## src/design/hrtm_pkg.sv

```systemverilog
// Shared types, constants and the popcount function for the Hamming ratio-test matcher.
`timescale 1ns / 1ps

package hrtm_pkg;

    localparam int DESC_W            = 256;
    localparam int WORD_W            = 64;
    localparam int DIST_W            = 9;
    localparam int IDX_FIELD_W       = 16;
    localparam int INDEX_BITS_DEFAULT = 16;
    localparam int QUEUE_DEPTH       = 4;
    localparam int CFG_IDX_W         = 8;
    localparam int CFG_DATA_W        = 9;
    localparam int IN_DATA_W         = 272;
    localparam int OUT_DATA_W        = 40;
    localparam int CHUNKS            = DESC_W / 32;

    localparam logic [DIST_W-1:0] DIST_NONE       = 9'd256;
    localparam logic [DIST_W-1:0] THRESHOLD_RESET = 9'd50;
    localparam logic [DIST_W-1:0] RATIO_RESET     = 9'd154;

    localparam logic [CFG_IDX_W-1:0] REG_THRESHOLD = 8'd0;
    localparam logic [CFG_IDX_W-1:0] REG_RATIO     = 8'd1;

    localparam logic CMD_QUERY     = 1'b0;
    localparam logic CMD_CANDIDATE = 1'b1;

    localparam logic [31:0] POP_M1 = 32'h5555_5555;
    localparam logic [31:0] POP_M2 = 32'h3333_3333;
    localparam logic [31:0] POP_M4 = 32'h0F0F_0F0F;

    typedef enum logic [1:0] {
        ST_MATCH      = 2'd0,
        ST_NO_CAND    = 2'd1,
        ST_ABOVE_THR  = 2'd2,
        ST_RATIO_FAIL = 2'd3
    } status_t;

    // Per-item control flags carried from front to back
    typedef struct packed {
        logic last;
        logic taken;
        logic cmd;
    } item_ctrl_t;

    localparam int CTRL_W = $bits(item_ctrl_t);

    function automatic logic [5:0] pop32(input logic [31:0] x);
        logic [31:0] v1;
        logic [31:0] v2;
        logic [31:0] v3;
        v1 = x - ((x >> 1) & POP_M1);
        v2 = (v1 & POP_M2) + ((v1 >> 2) & POP_M2);
        v3 = (v2 + (v2 >> 4)) & POP_M4;
        return v3[5:0] + v3[13:8] + v3[21:16] + v3[29:24];
    endfunction

endpackage

```

## src/design/hrtm_fifo.sv

```systemverilog
// Small register-based FIFO between the front and back parts.
`timescale 1ns / 1ps

module hrtm_fifo #(
    parameter int WIDTH = 8,
    parameter int DEPTH = hrtm_pkg::QUEUE_DEPTH,
    localparam int PTR_W = $clog2(DEPTH),
    localparam int CNT_W = $clog2(DEPTH + 1)
) (
    input  logic             clk,
    input  logic             rst_n,
    input  logic             wr_en,
    input  logic [WIDTH-1:0] wr_data,
    input  logic             rd_en,
    output logic [WIDTH-1:0] rd_data,
    output logic             not_empty,
    output logic [CNT_W-1:0] count
);

    logic [WIDTH-1:0] mem_reg [DEPTH];
    logic [PTR_W-1:0] wr_ptr_reg, wr_ptr_next;
    logic [PTR_W-1:0] rd_ptr_reg, rd_ptr_next;
    logic [CNT_W-1:0] count_reg, count_next;

    always_comb
    begin
        wr_ptr_next = wr_en ? wr_ptr_reg + PTR_W'(1) : wr_ptr_reg;
        rd_ptr_next = rd_en ? rd_ptr_reg + PTR_W'(1) : rd_ptr_reg;
        count_next  = count_reg;
        if (wr_en && !rd_en)
        begin
            count_next = count_reg + CNT_W'(1);
        end
        else if (!wr_en && rd_en)
        begin
            count_next = count_reg - CNT_W'(1);
        end
    end

    always_ff @(posedge clk or negedge rst_n)
    begin
        if (!rst_n)
        begin
            wr_ptr_reg <= '0;
            rd_ptr_reg <= '0;
            count_reg  <= '0;
        end
        else
        begin
            wr_ptr_reg <= wr_ptr_next;
            rd_ptr_reg <= rd_ptr_next;
            count_reg  <= count_next;
        end
    end

    always_ff @(posedge clk)
    begin
        if (wr_en)
        begin
            mem_reg[wr_ptr_reg] <= wr_data;
        end
    end

    assign rd_data   = mem_reg[rd_ptr_reg];
    assign not_empty = (count_reg != '0);
    assign count     = count_reg;

endmodule

```

## src/design/hrtm_front.sv

```systemverilog
// Front part: accepts items, holds the query descriptor, computes Hamming distance in two stages.
`timescale 1ns / 1ps

module hrtm_front #(
    parameter int IDX_W = hrtm_pkg::IDX_FIELD_W,
    parameter int DEPTH = hrtm_pkg::QUEUE_DEPTH,
    localparam int CNT_W = $clog2(DEPTH + 1)
) (
    input  logic                             clk,
    input  logic                             rst_n,
    input  logic                             in_valid,
    output logic                             in_ready,
    input  logic [hrtm_pkg::IN_DATA_W-1:0]   in_data,
    input  logic [1:0]                       in_user,
    input  logic                             in_last,
    input  logic [CNT_W-1:0]                 q_count,
    output logic                             push,
    output hrtm_pkg::item_ctrl_t             push_ctrl,
    output logic [hrtm_pkg::DIST_W-1:0]      push_dist,
    output logic [IDX_W-1:0]                 push_idx
);

    logic                            accept;
    logic [CNT_W:0]                  occupancy;
    logic [hrtm_pkg::DESC_W-1:0]     desc;
    logic [hrtm_pkg::DESC_W-1:0]     diff;
    hrtm_pkg::item_ctrl_t            in_ctrl;

    logic [hrtm_pkg::DESC_W-1:0]     query_reg;
    logic                            a_valid_reg;
    hrtm_pkg::item_ctrl_t            a_ctrl_reg;
    logic [IDX_W-1:0]                a_idx_reg;
    logic [5:0]                      a_pop_reg [hrtm_pkg::CHUNKS];
    logic                            b_valid_reg;
    hrtm_pkg::item_ctrl_t            b_ctrl_reg;
    logic [IDX_W-1:0]                b_idx_reg;
    logic [hrtm_pkg::DIST_W-1:0]     b_dist_reg;
    logic [hrtm_pkg::DIST_W-1:0]     dist_next;

    // Credit: items in flight plus queued must leave a free slot
    assign occupancy = {1'b0, q_count} + (CNT_W + 1)'(a_valid_reg) + (CNT_W + 1)'(b_valid_reg);
    assign in_ready  = (occupancy < (CNT_W + 1)'(DEPTH));
    assign accept    = in_valid && in_ready;

    assign desc          = in_data[hrtm_pkg::DESC_W-1:0];
    assign diff          = query_reg ^ desc;
    assign in_ctrl.cmd   = in_user[0];
    assign in_ctrl.taken = in_user[1];
    assign in_ctrl.last  = in_last;

    always_comb
    begin
        dist_next = '0;
        for (int i = 0; i < hrtm_pkg::CHUNKS; i++)
        begin
            dist_next = dist_next + hrtm_pkg::DIST_W'(a_pop_reg[i]);
        end
    end

    always_ff @(posedge clk or negedge rst_n)
    begin
        if (!rst_n)
        begin
            query_reg   <= '0;
            a_valid_reg <= 1'b0;
            b_valid_reg <= 1'b0;
        end
        else
        begin
            a_valid_reg <= accept;
            b_valid_reg <= a_valid_reg;
            if (accept && in_ctrl.cmd == hrtm_pkg::CMD_QUERY)
            begin
                query_reg <= desc;
            end
        end
    end

    always_ff @(posedge clk)
    begin
        a_ctrl_reg <= in_ctrl;
        a_idx_reg  <= in_data[hrtm_pkg::DESC_W +: IDX_W];
        for (int i = 0; i < hrtm_pkg::CHUNKS; i++)
        begin
            a_pop_reg[i] <= hrtm_pkg::pop32(diff[i*32 +: 32]);
        end
        b_ctrl_reg <= a_ctrl_reg;
        b_idx_reg  <= a_idx_reg;
        b_dist_reg <= dist_next;
    end

    assign push      = b_valid_reg;
    assign push_ctrl = b_ctrl_reg;
    assign push_dist = b_dist_reg;
    assign push_idx  = b_idx_reg;

endmodule

```

## src/design/hrtm_back.sv

```systemverilog
// Back part: best/second tracking, verdict stage and output register.
`timescale 1ns / 1ps

module hrtm_back #(
    parameter int IDX_W = hrtm_pkg::IDX_FIELD_W
) (
    input  logic                              clk,
    input  logic                              rst_n,
    input  logic                              q_valid,
    input  hrtm_pkg::item_ctrl_t              q_ctrl,
    input  logic [hrtm_pkg::DIST_W-1:0]       q_dist,
    input  logic [IDX_W-1:0]                  q_idx,
    output logic                              q_pop,
    input  logic [hrtm_pkg::DIST_W-1:0]       match_threshold,
    input  logic [hrtm_pkg::DIST_W-1:0]       ratio_q8,
    output logic                              out_valid,
    input  logic                              out_ready,
    output logic [hrtm_pkg::OUT_DATA_W-1:0]   out_data
);

    localparam int DW = hrtm_pkg::DIST_W;

    logic [DW-1:0]        best_reg, best_next;
    logic [DW-1:0]        second_reg, second_next;
    logic [IDX_W-1:0]     idx_reg, idx_next;
    logic                 have_reg, have_next;

    logic                 res_valid_reg;
    logic [DW-1:0]        snap_best_reg;
    logic [DW-1:0]        snap_second_reg;
    logic [IDX_W-1:0]     snap_idx_reg;
    logic                 snap_have_reg;
    logic                 res_move;

    logic                 out_valid_reg;
    logic                 out_matched_reg;
    logic [hrtm_pkg::IDX_FIELD_W-1:0] out_idx_reg;
    logic [DW-1:0]        out_best_reg;
    logic [DW-1:0]        out_second_reg;
    hrtm_pkg::status_t    out_status_reg;

    hrtm_pkg::status_t    status;
    logic [2*DW-1:0]      ratio_prod;
    logic [2*DW-1:0]      best_scaled;

    always_comb
    begin
        best_next   = best_reg;
        second_next = second_reg;
        idx_next    = idx_reg;
        have_next   = have_reg;
        if (q_ctrl.cmd == hrtm_pkg::CMD_QUERY)
        begin
            best_next   = hrtm_pkg::DIST_NONE;
            second_next = hrtm_pkg::DIST_NONE;
            idx_next    = '0;
            have_next   = 1'b0;
        end
        else if (!q_ctrl.taken)
        begin
            // Ties keep the earlier best
            if (q_dist < best_reg)
            begin
                second_next = best_reg;
                best_next   = q_dist;
                idx_next    = q_idx;
                have_next   = 1'b1;
            end
            else if (q_dist < second_reg)
            begin
                second_next = q_dist;
            end
        end
    end

    assign res_move = res_valid_reg && (!out_valid_reg || out_ready);
    assign q_pop    = q_valid && (!q_ctrl.last || !res_valid_reg || res_move);

    always_ff @(posedge clk or negedge rst_n)
    begin
        if (!rst_n)
        begin
            best_reg      <= hrtm_pkg::DIST_NONE;
            second_reg    <= hrtm_pkg::DIST_NONE;
            idx_reg       <= '0;
            have_reg      <= 1'b0;
            res_valid_reg <= 1'b0;
        end
        else
        begin
            if (q_pop)
            begin
                if (q_ctrl.last)
                begin
                    best_reg   <= hrtm_pkg::DIST_NONE;
                    second_reg <= hrtm_pkg::DIST_NONE;
                    idx_reg    <= '0;
                    have_reg   <= 1'b0;
                end
                else
                begin
                    best_reg   <= best_next;
                    second_reg <= second_next;
                    idx_reg    <= idx_next;
                    have_reg   <= have_next;
                end
            end
            if (q_pop && q_ctrl.last)
            begin
                res_valid_reg <= 1'b1;
            end
            else if (res_move)
            begin
                res_valid_reg <= 1'b0;
            end
        end
    end

    always_ff @(posedge clk)
    begin
        if (q_pop && q_ctrl.last)
        begin
            snap_best_reg   <= best_next;
            snap_second_reg <= second_next;
            snap_idx_reg    <= idx_next;
            snap_have_reg   <= have_next;
        end
    end

    assign ratio_prod  = (2*DW)'(ratio_q8) * (2*DW)'(snap_second_reg);
    assign best_scaled = {1'b0, snap_best_reg, 8'h00};

    always_comb
    begin
        if (!snap_have_reg)
        begin
            status = hrtm_pkg::ST_NO_CAND;
        end
        else if (snap_best_reg > match_threshold)
        begin
            status = hrtm_pkg::ST_ABOVE_THR;
        end
        else if (!(best_scaled < ratio_prod))
        begin
            status = hrtm_pkg::ST_RATIO_FAIL;
        end
        else
        begin
            status = hrtm_pkg::ST_MATCH;
        end
    end

    always_ff @(posedge clk or negedge rst_n)
    begin
        if (!rst_n)
        begin
            out_valid_reg <= 1'b0;
        end
        else if (res_move)
        begin
            out_valid_reg <= 1'b1;
        end
        else if (out_ready)
        begin
            out_valid_reg <= 1'b0;
        end
    end

    always_ff @(posedge clk)
    begin
        if (res_move)
        begin
            out_matched_reg <= (status == hrtm_pkg::ST_MATCH);
            out_idx_reg     <= snap_have_reg ? hrtm_pkg::IDX_FIELD_W'(snap_idx_reg) : '0;
            out_best_reg    <= snap_best_reg;
            out_second_reg  <= snap_second_reg;
            out_status_reg  <= status;
        end
    end

    assign out_valid = out_valid_reg;
    assign out_data  = {3'b000, out_status_reg, out_second_reg, out_best_reg,
                        out_idx_reg, out_matched_reg};

endmodule

```

## src/design/hamming_ratio_test_matcher.sv

```systemverilog
// Top level of the Hamming-distance nearest-neighbor matcher with ratio test.
// Throughput: one item per cycle, queries and candidates alike, while the front has credit.
// m_axis_tvalid rises once the item marked last has passed, after its transfer,
//   the second distance stage, the queue, the tracker and the verdict stage.
// The front stalls only when its credit against the 4-entry queue runs out.
// Reset (rst_n, async, active low): query cleared, search cleared, registers 50 / 154.
`timescale 1ns / 1ps

module hamming_ratio_test_matcher #(
    parameter int INDEX_BITS = hrtm_pkg::INDEX_BITS_DEFAULT
) (
    input  logic                                clk,
    input  logic                                rst_n,
    input  logic                                s_axis_tvalid,
    output logic                                s_axis_tready,
    // desc_word0, desc_word1, desc_word2, desc_word3, cand_index
    input  logic [hrtm_pkg::IN_DATA_W-1:0]      s_axis_tdata,
    // cmd, cand_taken
    input  logic [1:0]                          s_axis_tuser,
    input  logic                                s_axis_tlast,
    output logic                                m_axis_tvalid,
    input  logic                                m_axis_tready,
    // matched, best_index, best_distance, second_distance, status, zero pad
    output logic [hrtm_pkg::OUT_DATA_W-1:0]     m_axis_tdata,
    input  logic                                cfg_valid,
    output logic                                cfg_ready,
    input  logic [hrtm_pkg::CFG_IDX_W-1:0]      cfg_index,
    input  logic [hrtm_pkg::CFG_DATA_W-1:0]     cfg_data
);

    localparam int IDX_W  = (INDEX_BITS < hrtm_pkg::IDX_FIELD_W) ? INDEX_BITS
                                                                 : hrtm_pkg::IDX_FIELD_W;
    localparam int DEPTH  = hrtm_pkg::QUEUE_DEPTH;
    localparam int CNT_W  = $clog2(DEPTH + 1);
    localparam int ITEM_W = hrtm_pkg::CTRL_W + hrtm_pkg::DIST_W + IDX_W;

    logic [hrtm_pkg::DIST_W-1:0] threshold_reg;
    logic [hrtm_pkg::DIST_W-1:0] ratio_reg;

    logic                          push;
    hrtm_pkg::item_ctrl_t          push_ctrl;
    logic [hrtm_pkg::DIST_W-1:0]   push_dist;
    logic [IDX_W-1:0]              push_idx;
    logic [ITEM_W-1:0]             q_wdata;
    logic [ITEM_W-1:0]             q_rdata;
    logic                          q_valid;
    logic                          q_pop;
    logic [CNT_W-1:0]              q_count;
    hrtm_pkg::item_ctrl_t          q_ctrl;
    logic [hrtm_pkg::DIST_W-1:0]   q_dist;
    logic [IDX_W-1:0]              q_idx;

    assign cfg_ready = 1'b1;

    always_ff @(posedge clk or negedge rst_n)
    begin
        if (!rst_n)
        begin
            threshold_reg <= hrtm_pkg::THRESHOLD_RESET;
            ratio_reg     <= hrtm_pkg::RATIO_RESET;
        end
        else if (cfg_valid && cfg_ready)
        begin
            unique case (cfg_index)
                hrtm_pkg::REG_THRESHOLD: threshold_reg <= cfg_data;
                hrtm_pkg::REG_RATIO:     ratio_reg     <= cfg_data;
                default: ;
            endcase
        end
    end

    hrtm_front #(
        .IDX_W (IDX_W),
        .DEPTH (DEPTH)
    ) u_front (
        .clk       (clk),
        .rst_n     (rst_n),
        .in_valid  (s_axis_tvalid),
        .in_ready  (s_axis_tready),
        .in_data   (s_axis_tdata),
        .in_user   (s_axis_tuser),
        .in_last   (s_axis_tlast),
        .q_count   (q_count),
        .push      (push),
        .push_ctrl (push_ctrl),
        .push_dist (push_dist),
        .push_idx  (push_idx)
    );

    assign q_wdata = {push_idx, push_dist, push_ctrl};

    hrtm_fifo #(
        .WIDTH (ITEM_W),
        .DEPTH (DEPTH)
    ) u_queue (
        .clk       (clk),
        .rst_n     (rst_n),
        .wr_en     (push),
        .wr_data   (q_wdata),
        .rd_en     (q_pop),
        .rd_data   (q_rdata),
        .not_empty (q_valid),
        .count     (q_count)
    );

    assign q_ctrl = q_rdata[hrtm_pkg::CTRL_W-1:0];
    assign q_dist = q_rdata[hrtm_pkg::CTRL_W +: hrtm_pkg::DIST_W];
    assign q_idx  = q_rdata[hrtm_pkg::CTRL_W + hrtm_pkg::DIST_W +: IDX_W];

    hrtm_back #(
        .IDX_W (IDX_W)
    ) u_back (
        .clk             (clk),
        .rst_n           (rst_n),
        .q_valid         (q_valid),
        .q_ctrl          (q_ctrl),
        .q_dist          (q_dist),
        .q_idx           (q_idx),
        .q_pop           (q_pop),
        .match_threshold (threshold_reg),
        .ratio_q8        (ratio_reg),
        .out_valid       (m_axis_tvalid),
        .out_ready       (m_axis_tready),
        .out_data        (m_axis_tdata)
    );

    // Credit scheme must never overrun the queue
    assert property (@(posedge clk) disable iff (!rst_n)
        push |-> (q_count < CNT_W'(DEPTH)) || q_pop)
        else $error("queue overrun");

    assert property (@(posedge clk) disable iff (!rst_n)
        m_axis_tvalid |-> (m_axis_tdata[0] == (m_axis_tdata[36:35] == hrtm_pkg::ST_MATCH)))
        else $error("matched flag disagrees with status");

    assert property (@(posedge clk) disable iff (!rst_n)
        m_axis_tvalid |-> (m_axis_tdata[25:17] <= m_axis_tdata[34:26]))
        else $error("best distance above second distance");

    assert property (@(posedge clk) disable iff (!rst_n)
        (m_axis_tvalid && m_axis_tdata[36:35] == hrtm_pkg::ST_NO_CAND)
        |-> (m_axis_tdata[16:1] == '0 && m_axis_tdata[25:17] == hrtm_pkg::DIST_NONE))
        else $error("no-candidate result carries a best");

endmodule

```

## config.mk

```make
export PLATFORM = sky130hd
export DESIGN_NAME = hamming_ratio_test_matcher
export DESIGN_NICKNAME = d
export VERILOG_FILES = /design/src/design/hrtm_pkg.sv /design/src/design/hrtm_fifo.sv /design/src/design/hrtm_front.sv /design/src/design/hrtm_back.sv /design/src/design/hamming_ratio_test_matcher.sv
export SDC_FILE = /design/constraint.sdc
export NUM_CORES = 2
export LEC_CHECK = 0
export BUFFER_PORTS_ARGS = -buffer_cell sky130_fd_sc_hd__buf_2
export CAP_MARGIN = 40
export CORE_MARGIN = 3
export CORE_UTILIZATION = 55
export DETAILED_ROUTE_END_ITERATION = 12
export PLACE_DENSITY_LB_ADDON = 0.2
export SETUP_SLACK_MARGIN = 0.5
export SLEW_MARGIN = 20
export SYNTH_ARGS = -nofsm -noshare
export SYNTH_HDL_FRONTEND = slang
export SYNTH_HIERARCHICAL = 1
export SYNTH_SLANG_ARGS = --single-unit
```

## constraint.sdc

```tcl
create_clock -name clk -period 11.9 [get_ports clk]
set_input_delay 1.785 -clock clk [delete_from_list [all_inputs] [get_ports clk]]
set_output_delay 1.785 -clock clk [all_outputs]
set_load 0.02 [all_outputs]
```

==> impl_metrics.ini <==
[layout]
drive_above_1_share = 0.168
fin_nets = 6048
area_growth_pct = 11.5
largest_register_ffs = 256
most-common-layout-cells = inv_1, ha_1, buf_2, dfrtp_1, xnor2_1
layout_commonest_cell = inv_1
fillCellCount = 7231

[global_routing]
grt_max_degree = 148
grt-busiest-layer = met2
grtUsageTotal = 0.222
grt_pass1_wl_um = 166000
grt_use_met1 = 0.290
met2_usage = 0.387
grt_remaining_overflow = 0
grt_pass1_vias = 33400
grt_antenna_before_repair = 16
use_met3 = 0.0341

[cts]
ctsResizeCount = 0
numCtsBuffers = 71
cts.hold.buffers_added = 0
htreeDepth = 3
tritoncts = yes
clock_latency_ns = 0.65
cts_root_buf = clkbuf_16
cts_sinks = 599
clkSlewWorstSetupHoldPaths_ns = 0.06
clock_path_buffers = 3
post_cts_buffers = 0

[placed_design]
dp.final_hpwl_um = 79700
numPortBuffers = 335
gp_congestion = 0.873

[synth]
ys_types = 98
synth-edff-count = 184
synth_flop_cell = dfrtp_1
synth_area_um2 = 48400
synth_seq_cells = 599
async_reset_ff_frac = 0.534
syn_area_per_cell_um2 = 10.7
yosysSeqAreaShare = 0.319
yosysWarnings = 6
netlist_instances = 4518

[worst_setup_path]
crit_end = u_front/a_pop_reg[0][17]$_DFF_P_
cp.required_ns = 12.43
end_kind = flip-flop
rrSetupSlack_ns = 5.73
timing.rr.end = u_front/a_pop_reg[0][17]$_DFF_P_
r2r_start = u_front/query_reg[69]$_DFFE_PN0P_
rr_worst_depth = 19
worstSetupPathType = input port to flip-flop
start_kind = input port
crit_fanout = 4
critPathLaunch = s_axis_tdata[69]
cp.arrival_ns = 7.59

[drt]
wl_per_cell_um = 16.5
first_iter_violations = 1508
drt_pass1_iterations = 5
vias_per_cell = 5.34
wl_um = 101000
remaining_drc_errors = 0
ant_nets = 0
vias = 32500

[timing]
rsz0062_at_grt = false
slew_viol_final = 0
min_period_over_period = 0.593
tightest_slew_ns = 0.969
finalHoldViolCount = 0
skew_ns = 0.0319
timing.fmax_ghz = 0.142
finalSetupTns_ns = 0
max_slew_margin = 0.354
finalCriticalPeriod_ns = 7.05
finalSetupViolations = 0

[worst_hold_path]
hold_class = flip-flop to flip-flop

[status]
status = completed

[die]
die_w_um = 303
coreArea_um2 = 87000
initial_core_util = 0.556
dieArea_um2 = 91500
io_pins = 340
die_h_um = 303
num_rows = 108

[flow_run]
maxCapViolCount = 0
==> final cells by class <==
| class | instances | area [um2] | area share |
|---|---|---|---|
| diodes | 7 | 17.5 | 0.000325 |
| clock buffers | 93 | 2000 | 0.0371 |
| clock inverters | 37 | 524 | 0.00972 |
| inverters | 677 | 2540 | 0.0471 |
| multi-input cells | 3176 | 30000 | 0.557 |
| flip-flops and latches | 599 | 15400 | 0.286 |
| well taps | 1155 | 1450 | 0.0268 |
| repair buffers | 352 | 1900 | 0.0352 |
==> metal layers <==
layer,wire length [um],share of wire,vias up
li1,-,-,16100
met4,2010,0.020,8
met3,4050,0.040,131
met1,44700,0.44,15800
met5,54,0.00054,-
met2,49900,0.50,543
==> per-stage QoR <==
stage          hold WS [ns]  setup slack [ns]  utilization  instances  area, um2
6_report              0.325              4.85        0.620       6096      53900
5_1_grt               0.331              4.41        0.620       6094      53900
4_1_cts               0.327              4.86        0.619       6088      53900
3_5_place_dp          0.313              4.15        0.590       5958      51400
3_3_place_gp          0.312              4.28        0.589       5955      51300
2_1_floorplan         0.310              4.76            -       4520      48400
==> Yosys cell counts, types with 11 or more instances <==
| cell | count | area share |
|---|---|---|
| o21bai_1 | 14 | 0.0022 |
| or3_1 | 19 | 0.0025 |
| a32o_1 | 25 | 0.0052 |
| nand4_1 | 46 | 0.0060 |
| and2_1 | 81 | 0.010 |
| a31oi_1 | 14 | 0.0018 |
| mux4_2 | 28 | 0.013 |
| nand2_1 | 246 | 0.019 |
| ha_1 | 634 | 0.16 |
| nand3b_1 | 11 | 0.0017 |
| clkbuf_1 | 26 | 0.0020 |
| xnor2_1 | 271 | 0.049 |
| mux2_2 | 267 | 0.062 |
| nor2b_1 | 37 | 0.0048 |
| nand3_1 | 47 | 0.0049 |
| a211o_1 | 31 | 0.0056 |
| nor3_1 | 43 | 0.0045 |
| nor2_1 | 98 | 0.0076 |
| nand2b_1 | 35 | 0.0045 |
| inv_1 | 676 | 0.052 |
| o31ai_1 | 13 | 0.0020 |
| a21oi_1 | 216 | 0.022 |
| buf_2 | 27 | 0.0028 |
| a211oi_1 | 25 | 0.0039 |
| a21o_1 | 87 | 0.014 |
| dfxtp_1 | 95 | 0.039 |
| o21ai_0 | 108 | 0.011 |
| dfrtp_1 | 311 | 0.16 |
| fa_1 | 240 | 0.099 |
| edfxtp_1 | 184 | 0.11 |
| xor2_1 | 269 | 0.049 |
| o211ai_1 | 18 | 0.0028 |
| o21a_1 | 17 | 0.0026 |
| a21boi_0 | 15 | 0.0023 |
==> worst max-delay path, stage by stage <==
cell and delay [ns]:
buf_2 0.12, xor2_1 0.29, inv_1 0.13, ha_1 0.26, or3b_2 0.47, o221ai_1 0.26, o221ai_1 0.24, a41oi_1 0.44
o311ai_1 0.23, xnor2_1 0.19, fa_1 0.56, fa_1 0.55, inv_1 0.05, fa_1 0.47, fa_1 0.54, inv_1 0.04
ha_1 0.21, fa_1 0.40, a21o_1 0.17, a21o_1 0.17
==> worst min path at each step <==
stage,startpoint,end,depth (start not counted)
6_report,u_front/a_idx_reg[11]$_DFF_P_,u_front/push_idx[11]$_DFF_P_,0
5_1_grt,u_front/a_idx_reg[11]$_DFF_P_,u_front/push_idx[11]$_DFF_P_,0
4_1_cts,u_front/a_idx_reg[11]$_DFF_P_,u_front/push_idx[11]$_DFF_P_,0
3_5_place_dp,u_front/a_idx_reg[15]$_DFF_P_,u_front/push_idx[15]$_DFF_P_,0
3_3_place_gp,u_front/a_idx_reg[1]$_DFF_P_,u_front/push_idx[1]$_DFF_P_,0
2_1_floorplan,u_front/a_ctrl_reg[0]$_DFF_P_,u_front/push_ctrl[0]$_DFF_P_,0
==> cells by family after synthesis <==
logic type      synth area share
buf+inv                   0.0599
xor+xnor                   0.100
flops                      0.319
mux                       0.0780
fa+ha+maj                  0.263
compound gates             0.102
simple gates              0.0771
other cells             0.000155
Power is not shown: default switching activity piles up to over one toggle a cycle in this logic, so the estimate is an artifact.
